### config.mk
export PLATFORM = sky130hd
export DESIGN_NAME = rotor_substitution_cipher_top_flat
export DESIGN_NICKNAME = d
export VERILOG_FILES = /design/src/sv/rsc_pkg.sv /design/src/sv/rsc_if.sv /design/src/sv/rsc_rotor_mem.sv /design/src/sv/rotor_substitution_cipher_top.sv /design/src/flat_wrapper.sv
export SDC_FILE = /design/constraint.sdc
export NUM_CORES = 2
export LEC_CHECK = 0
export BUFFER_PORTS_ARGS = -buffer_cell sky130_fd_sc_hd__buf_4
export CORE_AREA = 5 5 522 266
export DETAILED_ROUTE_END_ITERATION = 12
export DIE_AREA = 0 0 527 271
export PLACE_DENSITY = 0.65
export SLEW_MARGIN = 40
export SYNTH_ARGS = -nofsm -noshare
export SYNTH_HDL_FRONTEND = slang
export SYNTH_HIERARCHICAL = 1
export SYNTH_SLANG_ARGS = --single-unit
### constraint.sdc
create_clock -name i_clk -period 5.9 [get_ports i_clk]
set_input_delay 1.18 -clock i_clk [delete_from_list [all_inputs] [get_ports i_clk]]
set_output_delay 1.18 -clock i_clk [all_outputs]
set_load 0.05 [all_outputs]
### src/sv/rsc_pkg.sv
`timescale 1ns / 1ps
// ----------------------------------------------------------------------------
// rsc_pkg
// Shared sizes, types, codes and the modular-reduction table of the rotor
// substitution cipher.
// ----------------------------------------------------------------------------
package rsc_pkg;

    localparam int ROTOR_SIZE  = 26;
    localparam int ROTOR_COUNT = 7;
    localparam int LETTER_BASE = 65;

    localparam int IDX_W     = (ROTOR_SIZE > 1) ? $clog2(ROTOR_SIZE) : 1;
    localparam int ROT_W     = 3;
    localparam int OFF_W     = 6;
    localparam int ADDR_W    = ROT_W + IDX_W;
    localparam int MEM_DEPTH = ROTOR_COUNT << IDX_W;
    localparam int MOD_TBL_N = 128;

    localparam logic [IDX_W:0] SIZE_X = (IDX_W + 1)'(ROTOR_SIZE);

    typedef logic [IDX_W-1:0]  t_idx;
    typedef logic [ROT_W-1:0]  t_rotor;
    typedef logic [ADDR_W-1:0] t_addr;
    typedef logic [OFF_W-1:0]  t_off;

    typedef logic [1:0] t_opcode;
    localparam t_opcode OP_LOAD      = 2'd0;
    localparam t_opcode OP_ROTATE    = 2'd1;
    localparam t_opcode OP_TRANSLATE = 2'd2;

    typedef enum logic [2:0] {
        ST_IDLE,
        ST_LOAD,
        ST_ROTATE,
        ST_TR_ADDR,
        ST_TR_DATA,
        ST_DONE
    } t_state;

    typedef struct packed {
        logic  we;
        logic  re;
        t_addr addr;
        t_off  wdata;
    } t_mem_req;

    // maps a 7-bit two's complement value onto 0..ROTOR_SIZE-1
    typedef t_idx t_mod_tbl [0:MOD_TBL_N-1];

    function automatic t_mod_tbl build_mod_tbl();
        t_mod_tbl tbl;
        int       v;
        int       r;
        for (int k = 0; k < MOD_TBL_N; k++) begin
            v = (k < MOD_TBL_N / 2) ? k : k - MOD_TBL_N;
            r = v % ROTOR_SIZE;
            if (r < 0) begin
                r = r + ROTOR_SIZE;
            end
            tbl[k] = IDX_W'(r);
        end
        return tbl;
    endfunction

    localparam t_mod_tbl MOD_TBL = build_mod_tbl();

endpackage

### src/sv/rsc_if.sv
`timescale 1ns / 1ps
// ----------------------------------------------------------------------------
// rsc_in_if / rsc_out_if
// Valid/ready channels carrying command words in and translated letters out.
// ----------------------------------------------------------------------------
interface rsc_in_if;
    logic              valid;
    logic              ready;
    logic [1:0]        opcode;
    logic [2:0]        rotor_select;
    logic [4:0]        entry_position;
    logic signed [5:0] entry_offset;
    logic signed [6:0] rotate_amount;
    logic [7:0]        letter;

    modport source (
        output valid, opcode, rotor_select, entry_position, entry_offset,
               rotate_amount, letter,
        input  ready
    );
    modport sink (
        input  valid, opcode, rotor_select, entry_position, entry_offset,
               rotate_amount, letter,
        output ready
    );
endinterface

interface rsc_out_if;
    logic       valid;
    logic       ready;
    logic [7:0] out_letter;
    logic       bad_letter;

    modport source (
        output valid, out_letter, bad_letter,
        input  ready
    );
    modport sink (
        input  valid, out_letter, bad_letter,
        output ready
    );
endinterface

### src/sv/rsc_rotor_mem.sv
`timescale 1ns / 1ps
// ----------------------------------------------------------------------------
// rsc_rotor_mem
// Rotor table storage: one write and one registered read per cycle, with a
// valid bit per entry so that never-written entries read as zero.
// ----------------------------------------------------------------------------
module rsc_rotor_mem
    import rsc_pkg::*;
(
    input  logic     i_clk,
    input  logic     i_rst_n,
    input  t_mem_req i_req,
    output t_off     o_rdata
);

    t_off                 r_mem [0:MEM_DEPTH-1];
    logic [MEM_DEPTH-1:0] r_valid;
    t_off                 r_rdata;
    logic                 r_rd_valid;

    always_ff @(posedge i_clk) begin
        if (i_req.we) begin
            r_mem[i_req.addr] <= i_req.wdata;
        end
        if (i_req.re) begin
            r_rdata <= r_mem[i_req.addr];
        end
    end

    always_ff @(posedge i_clk) begin
        if (!i_rst_n) begin
            r_valid    <= '0;
            r_rd_valid <= 1'b0;
        end else begin
            if (i_req.we) begin
                r_valid[i_req.addr] <= 1'b1;
            end
            if (i_req.re) begin
                r_rd_valid <= r_valid[i_req.addr];
            end
        end
    end

    assign o_rdata = r_rd_valid ? r_rdata : '0;

endmodule

### src/sv/rotor_substitution_cipher_top.sv
`timescale 1ns / 1ps
// ----------------------------------------------------------------------------
// rotor_substitution_cipher_top
// Seven-rotor substitution: load table entries, turn rotors, translate letters.
// A translate walks the rotors in order, an address and a data state per
// rotor through the one table read port and the shared add/wrap unit, then
// the done state registers the word; a bad letter goes straight to done. A
// new word is accepted only in idle, and a stalled output word holds input.
// Reset clears rotor positions and table valid bits at once.
// ----------------------------------------------------------------------------
module rotor_substitution_cipher_top
    import rsc_pkg::*;
(
    input  logic  i_clk,
    input  logic  i_rst_n,
    rsc_in_if.sink    i_in,
    rsc_out_if.source o_out
);

    t_state   r_state;
    t_state   n_state;

    t_opcode  r_opcode;
    t_rotor   r_sel;
    logic [4:0] r_position;
    t_off     r_offset;
    logic [6:0] r_amount;
    t_rotor   r_rotor;
    t_idx     r_idx;
    logic     r_bad;
    t_idx     r_pos [0:ROTOR_COUNT-1];

    logic       r_out_valid;
    logic [7:0] r_out_letter;
    logic       r_out_bad;

    t_mem_req   mem_req;
    t_off       mem_rdata;

    logic       in_fire;
    logic       out_free;
    logic       sel_ok;
    logic       position_ok;
    logic       letter_ok;
    logic [7:0] letter_idx;
    t_rotor     cur_rotor;
    t_idx       cur_pos;
    t_idx       slot_base;
    logic [IDX_W:0] slot_diff;
    t_idx       slot;
    logic [6:0] off_sum;
    t_idx       rot_mod;
    logic [IDX_W:0] rot_sum;
    t_idx       rot_new;
    logic       last_rotor;

    rsc_rotor_mem u_mem (
        .i_clk   (i_clk),
        .i_rst_n (i_rst_n),
        .i_req   (mem_req),
        .o_rdata (mem_rdata)
    );

    assign in_fire  = i_in.valid && i_in.ready;
    assign out_free = !r_out_valid || o_out.ready;

    assign letter_idx = i_in.letter - 8'(LETTER_BASE);
    assign letter_ok  = (i_in.letter >= 8'(LETTER_BASE)) &&
                        (letter_idx < 8'(ROTOR_SIZE));

    assign sel_ok      = (r_sel < ROT_W'(ROTOR_COUNT));
    assign position_ok = ({1'b0, r_position} < 6'(ROTOR_SIZE));

    // translate walks the rotor counter, load and rotate use the selected one
    assign cur_rotor = (r_opcode == OP_TRANSLATE) ? r_rotor : r_sel;
    assign cur_pos   = (cur_rotor < ROT_W'(ROTOR_COUNT)) ? r_pos[cur_rotor] : '0;

    // physical slot = logical position minus turn count, wrapped once
    assign slot_base = (r_opcode == OP_TRANSLATE) ? r_idx : r_position[IDX_W-1:0];
    assign slot_diff = {1'b0, slot_base} - {1'b0, cur_pos};
    assign slot      = slot_diff[IDX_W] ? IDX_W'(slot_diff + SIZE_X)
                                        : slot_diff[IDX_W-1:0];

    assign off_sum    = 7'(r_idx) + {mem_rdata[OFF_W-1], mem_rdata};
    assign last_rotor = (r_rotor == ROT_W'(ROTOR_COUNT - 1));

    assign rot_mod = MOD_TBL[r_amount];
    assign rot_sum = {1'b0, cur_pos} + {1'b0, rot_mod};
    assign rot_new = (rot_sum >= SIZE_X) ? IDX_W'(rot_sum - SIZE_X)
                                         : rot_sum[IDX_W-1:0];

    // next state
    always_comb begin
        n_state = r_state;
        unique case (r_state)
            ST_IDLE: begin
                if (in_fire) begin
                    unique case (i_in.opcode)
                        OP_LOAD:      n_state = ST_LOAD;
                        OP_ROTATE:    n_state = ST_ROTATE;
                        OP_TRANSLATE: n_state = letter_ok ? ST_TR_ADDR : ST_DONE;
                        default:      n_state = ST_IDLE;
                    endcase
                end
            end
            ST_LOAD:    n_state = ST_IDLE;
            ST_ROTATE:  n_state = ST_IDLE;
            ST_TR_ADDR: n_state = ST_TR_DATA;
            ST_TR_DATA: n_state = last_rotor ? ST_DONE : ST_TR_ADDR;
            ST_DONE:    n_state = out_free ? ST_IDLE : ST_DONE;
            default:    n_state = ST_IDLE;
        endcase
    end

    // outputs of the sequencer
    always_comb begin
        i_in.ready    = 1'b0;
        mem_req.we    = 1'b0;
        mem_req.re    = 1'b0;
        mem_req.addr  = {cur_rotor, slot};
        mem_req.wdata = r_offset;
        unique case (r_state)
            ST_IDLE:    i_in.ready = 1'b1;
            ST_LOAD:    mem_req.we = sel_ok && position_ok;
            ST_TR_ADDR: mem_req.re = 1'b1;
            default: begin
            end
        endcase
    end

    always_ff @(posedge i_clk) begin
        if (!i_rst_n) begin
            r_state     <= ST_IDLE;
            r_opcode    <= OP_LOAD;
            r_out_valid <= 1'b0;
            for (int k = 0; k < ROTOR_COUNT; k++) begin
                r_pos[k] <= '0;
            end
        end else begin
            r_state <= n_state;
            if (r_state == ST_DONE && out_free) begin
                r_out_valid <= 1'b1;
            end else if (r_out_valid && o_out.ready) begin
                r_out_valid <= 1'b0;
            end
            unique case (r_state)
                ST_IDLE: begin
                    if (in_fire) begin
                        r_opcode <= i_in.opcode;
                    end
                end
                ST_ROTATE: begin
                    if (sel_ok) begin
                        r_pos[r_sel] <= rot_new;
                    end
                end
                default: begin
                end
            endcase
        end
    end

    // payload and datapath registers
    always_ff @(posedge i_clk) begin
        unique case (r_state)
            ST_IDLE: begin
                if (in_fire) begin
                    r_sel      <= i_in.rotor_select;
                    r_position <= i_in.entry_position;
                    r_offset   <= i_in.entry_offset;
                    r_amount   <= i_in.rotate_amount;
                    r_rotor    <= '0;
                    r_idx      <= letter_idx[IDX_W-1:0];
                    r_bad      <= !letter_ok;
                end
            end
            ST_TR_DATA: begin
                r_idx   <= MOD_TBL[off_sum];
                r_rotor <= r_rotor + 1'b1;
            end
            ST_DONE: begin
                if (out_free) begin
                    r_out_letter <= r_bad ? 8'd0 : 8'(LETTER_BASE) + 8'(r_idx);
                    r_out_bad    <= r_bad;
                end
            end
            default: begin
            end
        endcase
    end

    assign o_out.valid      = r_out_valid;
    assign o_out.out_letter = r_out_letter;
    assign o_out.bad_letter = r_out_bad;

    // rotor counter stays on a real rotor while walking the chain
    a_rotor_range: assert property (@(posedge i_clk) disable iff (!i_rst_n)
        (r_state == ST_TR_ADDR || r_state == ST_TR_DATA)
            |-> (r_rotor < ROT_W'(ROTOR_COUNT)))
        else $error("rotor counter out of range");

    // running index is always a reduced position
    a_idx_range: assert property (@(posedge i_clk) disable iff (!i_rst_n)
        (r_state == ST_TR_ADDR || r_state == ST_TR_DATA)
            |-> ({1'b0, r_idx} < SIZE_X))
        else $error("translate index not reduced");

    // a finished translate always lands a word in the output register
    a_done_out: assert property (@(posedge i_clk) disable iff (!i_rst_n)
        (r_state == ST_DONE && out_free) |=> (r_out_valid && r_state == ST_IDLE))
        else $error("translate result not delivered");

    // rotor positions never leave the rotor range
    a_pos_range: assert property (@(posedge i_clk) disable iff (!i_rst_n)
        $past(r_state == ST_ROTATE) |-> ({1'b0, cur_pos} < SIZE_X))
        else $error("rotor position out of range");

endmodule

### src/flat_wrapper.sv
// flat-port wrapper written by rule: the top's interface ports become plain ports
module rotor_substitution_cipher_top_flat import rsc_pkg::*;
  (i_clk, i_rst_n, i_in_valid, i_in_opcode, i_in_rotor_select, i_in_entry_position, i_in_entry_offset, i_in_rotate_amount, i_in_letter, i_in_ready, o_out_valid, o_out_out_letter, o_out_bad_letter, o_out_ready);
  rsc_in_if i_in_i ();
  rsc_out_if o_out_i ();
  input  logic i_clk;
  input  logic i_rst_n;
  input wire logic [$bits(i_in_i.valid)-1:0] i_in_valid;
  input wire logic [$bits(i_in_i.opcode)-1:0] i_in_opcode;
  input wire logic [$bits(i_in_i.rotor_select)-1:0] i_in_rotor_select;
  input wire logic [$bits(i_in_i.entry_position)-1:0] i_in_entry_position;
  input wire logic [$bits(i_in_i.entry_offset)-1:0] i_in_entry_offset;
  input wire logic [$bits(i_in_i.rotate_amount)-1:0] i_in_rotate_amount;
  input wire logic [$bits(i_in_i.letter)-1:0] i_in_letter;
  output wire logic [$bits(i_in_i.ready)-1:0] i_in_ready;
  output wire logic [$bits(o_out_i.valid)-1:0] o_out_valid;
  output wire logic [$bits(o_out_i.out_letter)-1:0] o_out_out_letter;
  output wire logic [$bits(o_out_i.bad_letter)-1:0] o_out_bad_letter;
  input wire logic [$bits(o_out_i.ready)-1:0] o_out_ready;
  assign i_in_i.valid = i_in_valid;
  assign i_in_i.opcode = i_in_opcode;
  assign i_in_i.rotor_select = i_in_rotor_select;
  assign i_in_i.entry_position = i_in_entry_position;
  assign i_in_i.entry_offset = i_in_entry_offset;
  assign i_in_i.rotate_amount = i_in_rotate_amount;
  assign i_in_i.letter = i_in_letter;
  assign i_in_ready = i_in_i.ready;
  assign o_out_valid = o_out_i.valid;
  assign o_out_out_letter = o_out_i.out_letter;
  assign o_out_bad_letter = o_out_i.bad_letter;
  assign o_out_i.ready = o_out_ready;
  rotor_substitution_cipher_top u_core (.i_clk(i_clk), .i_rst_n(i_rst_n), .i_in(i_in_i), .o_out(o_out_i));
endmodule
==> impl_metrics.py <==
metrics = {
    "layout": {
        "area_growth_pct": 14.18,
        "drive_gt1_share_pct": 27.97,
        "most-common-layout-cells": "1418 x edfxtp_1, 442 x mux4_2, 374 x buf_4",
        "final_common_cell": "edfxtp_1",
        "fill_cells": 9930,
        "utilization_pct": 56.90,
        "fin_nets": 4016,
    },
    "placement": {
        "place_congestion": 0.9427,
        "post-dp-hpwl_mm": 122.6,
        "io_buffers": 44,
        "place_ws_ns": 0.1476,
    },
    "worst_setup_path": {
        "endpoint_kind": "register",
        "cp.required_ns": 6.59,
        "arrival_ns": 6.41,
        "path_class": "reg2reg",
        "critPathMaxFanout": 9,
        "worstSetupStartpointType": "register",
    },
    "sta": {
        "max_freq_mhz": 174.9,
        "fin_crit_sh_pct": 96.93,
        "maxSlewHeadroom_pct": 34.88,
        "setup_viol": 0,
        "worst_slack_ns": 0.1811,
        "worst_slew_pin_slew_ns": 0.9694,
        "fin_tns_setup_ns": 0,
        "whs_ns": 0.4594,
        "clock_skew_ns": 0.03276,
        "layout_min_cycle_time_ns": 5.719,
        "final_hold_viol_count": 0,
        "finalMaxSlewViolations": 0,
    },
    "die": {
        "num_rows": 95,
        "core_area_um2": 133500,
        "fp.dieW_um": 527,
        "die_h_um": 271,
        "ios": 46,
        "dieArea_um2": 142800,
        "start_util_pct": 49.83,
    },
    "drt": {
        "drt_first_pass_iters": 10,
        "avgRoutedWirePerCell_um": 31.18,
        "drt_iter0_drc": 5728,
        "viasPerCell": 6.425,
        "ant_nets": 0,
        "drc_errors": 0,
        "dr_total_vias": 37604,
        "wl_mm": 182.5,
    },
    "synthesis": {
        "synth_edf_count": 1418,
        "syn_area_um2": 66520,
        "synthesis.instances": 3607,
        "synthArstFlopShare_pct": 0,
        "synth-seq-cells": 1654,
        "ys.flop_type": "edfxtp_1",
        "seq_area_frac_synth_pct": 71.11,
        "synth_nets": 3680,
        "synth_cell_types": 87,
        "synth_area_per_cell_um2": 18.44,
        "yosys_warnings": 6,
    },
    "grt": {
        "antenna_found_initial": 4,
        "grt_use_total_pct": 25.32,
        "grt-ovfl-total": 0,
        "grt_pass1_vias": 34757,
        "grt_pass1_wl_mm": 260.8,
        "grt_max_degree": 133,
    },
    "clock_network": {
        "holdBufCountCts": 0,
        "cts_root_buf": "clkbuf_16",
        "numClockSinks": 1654,
        "insertion_delay_ns": 0.76,
        "cts.clk_slew.worst_paths_ns": 0.07,
        "htree_levels": 4,
        "clockBufferDepth": 3,
        "numCtsBuffers": 138,
        "tritoncts": "done",
    },
    "min_path": {
        "min_path_type": "reg2reg",
    },
    "pwr": {
        "p_total_mw": 33.40,
        "power_density_nw_per_um2": 439.7,
        "cellLeakagePower_nw": 24.95,
        "ir_drop_uv": 438.8,
    },
    "outcome": {
        "status": "finished clean",
    },
    "run": {
        "drv_cap": 0,
    },
}
routing by layer:
metal	global-route usage (%)	part of all wire, %	vias to the layer above
met5	0.4000	0.039	-
met4	5.347	1.9	2
met3	10.50	15	251
met2	29.93	37	2449
met1	42.28	46	19740
li1	-	-	15162
state kept, by name, summed over array words and instances, names as in the netlist:
name                     flops
u_core/o_out.bad_letter      1
u_core/o_out.out_letter      7
u_core/o_out.valid           1
u_core/r_amount              7
u_core/r_bad                 1
u_core/r_idx                 5
u_core/r_offset              6
u_core/r_opcode              2
u_core/r_pos                35
u_core/r_position            5
u_core/r_rotor               3
u_core/r_sel                 3
u_core/r_state               3
u_core/u_mem/r_mem        1344
u_core/u_mem/r_rd_valid      1
u_core/u_mem/r_rdata         6
u_core/u_mem/r_valid       224
layout make-up:
| class | instances | area (um^2) | area share [%] |
|---|---|---|---|
| Inverter | 36 | 150.1 | 0.1977 |
| Timing Repair Buffer | 417 | 3714 | 4.889 |
| Sequential cell | 1654 | 47310 | 62.28 |
| Clock inverter | 64 | 519.2 | 0.6836 |
| Tap cell | 1794 | 2245 | 2.955 |
| Antenna cell | 1 | 2.502 | 0.003295 |
| Multi-Input combinational cell | 1696 | 18080 | 23.80 |
| Clock buffer | 191 | 3943 | 5.191 |
worst paths after layout:
kind                                  start                   endpoint  slack [ns]  cells after the start
setup / recovery         u_core/r_opcode[0]    u_core/u_mem/r_rd_valid        0.18                     22
hold / removal    u_core/u_mem/r_valid[150]  u_core/u_mem/r_valid[150]        0.46                      1
setup reg to reg         u_core/r_opcode[0]    u_core/u_mem/r_rd_valid        0.18                     22
hold reg to reg   u_core/u_mem/r_valid[150]  u_core/u_mem/r_valid[150]        0.46                      1
critical path: stages (launching register included):
cell and delay (ns):
dfxtp_1 0.33, nand2b_4 0.22, mux2i_4 0.25, inv_1 0.10, buf_4 0.18, mux2i_1 0.16
nand2_1 0.07, o21ai_0 0.10, nand2_1 0.09, o21ai_1 0.14, ha_1 0.28, a21o_1 0.18
a21oi_1 0.22, o21bai_1 0.09, a21o_1 0.28, a211oi_1 0.36, xnor2_2 0.29, nor2b_1 0.35
nand3_1 0.51, o41ai_2 0.91, a2111oi_4 0.12, o311ai_0 0.16, o2111a_1 0.24
Yosys cell counts, drive strengths merged, types with 17 or more instances:
| master | instances | area [um^2] |
|---|---|---|
| mux4 | 446 | 10060 |
| mux2 | 27 | 304.0 |
| nand2b | 17 | 113.9 |
| a211oi | 21 | 162.6 |
| and2 | 22 | 142.6 |
| o22ai | 24 | 150.1 |
| nor3 | 30 | 150.1 |
| dfxtp | 236 | 4725 |
| o21a | 229 | 1719 |
| buf | 112 | 753.2 |
| nor2 | 302 | 1136 |
| nor2b | 35 | 219.0 |
| clkbuf | 109 | 409.1 |
| ha | 35 | 437.9 |
| mux2i | 64 | 653.1 |
| o21ai | 45 | 225.2 |
| a21oi | 39 | 202.7 |
| inv | 34 | 127.6 |
| edfxtp | 1418 | 42580 |
| nand2 | 137 | 514.2 |
| nand3 | 37 | 190.2 |
timing repair:
action                                  in CTS  in global routing
resized for setup                            0                 14
endpoints found under the setup margin       0                 99
buffers inserted                             0                  2
report_power, final:
group          switching [mW]  total [mW]  internal, mW
clock network            4.23        9.20          4.97
logic                    6.71        11.4          4.64
registers              0.0437        12.8          12.8
total                    11.0        33.4          22.4
logic make-up after synthesis:
| family | Yosys count | share of synthesized area (%) |
|---|---|---|
| other | 1 | 0.005637 |
| xor gates and xnor gates | 22 | 0.3122 |
| buffers and inverters | 257 | 1.951 |
| adders and majority gates | 39 | 0.7637 |
| DFF | 1654 | 71.11 |
| and+or+nand+nor | 631 | 4.257 |
| AOI/OAI and AO/OA | 466 | 5.035 |
| muxes | 537 | 16.56 |
per-stage QoR:
step / instance area [um^2] / cells
floorplan: 66520 / 3607
global placement: 71130 / 5587
detailed placement: 71390 / 5595
CTS: 75860 / 5850
global route: 75950 / 5852
finish: 75960 / 5853
(Power assumes the default switching activity.)
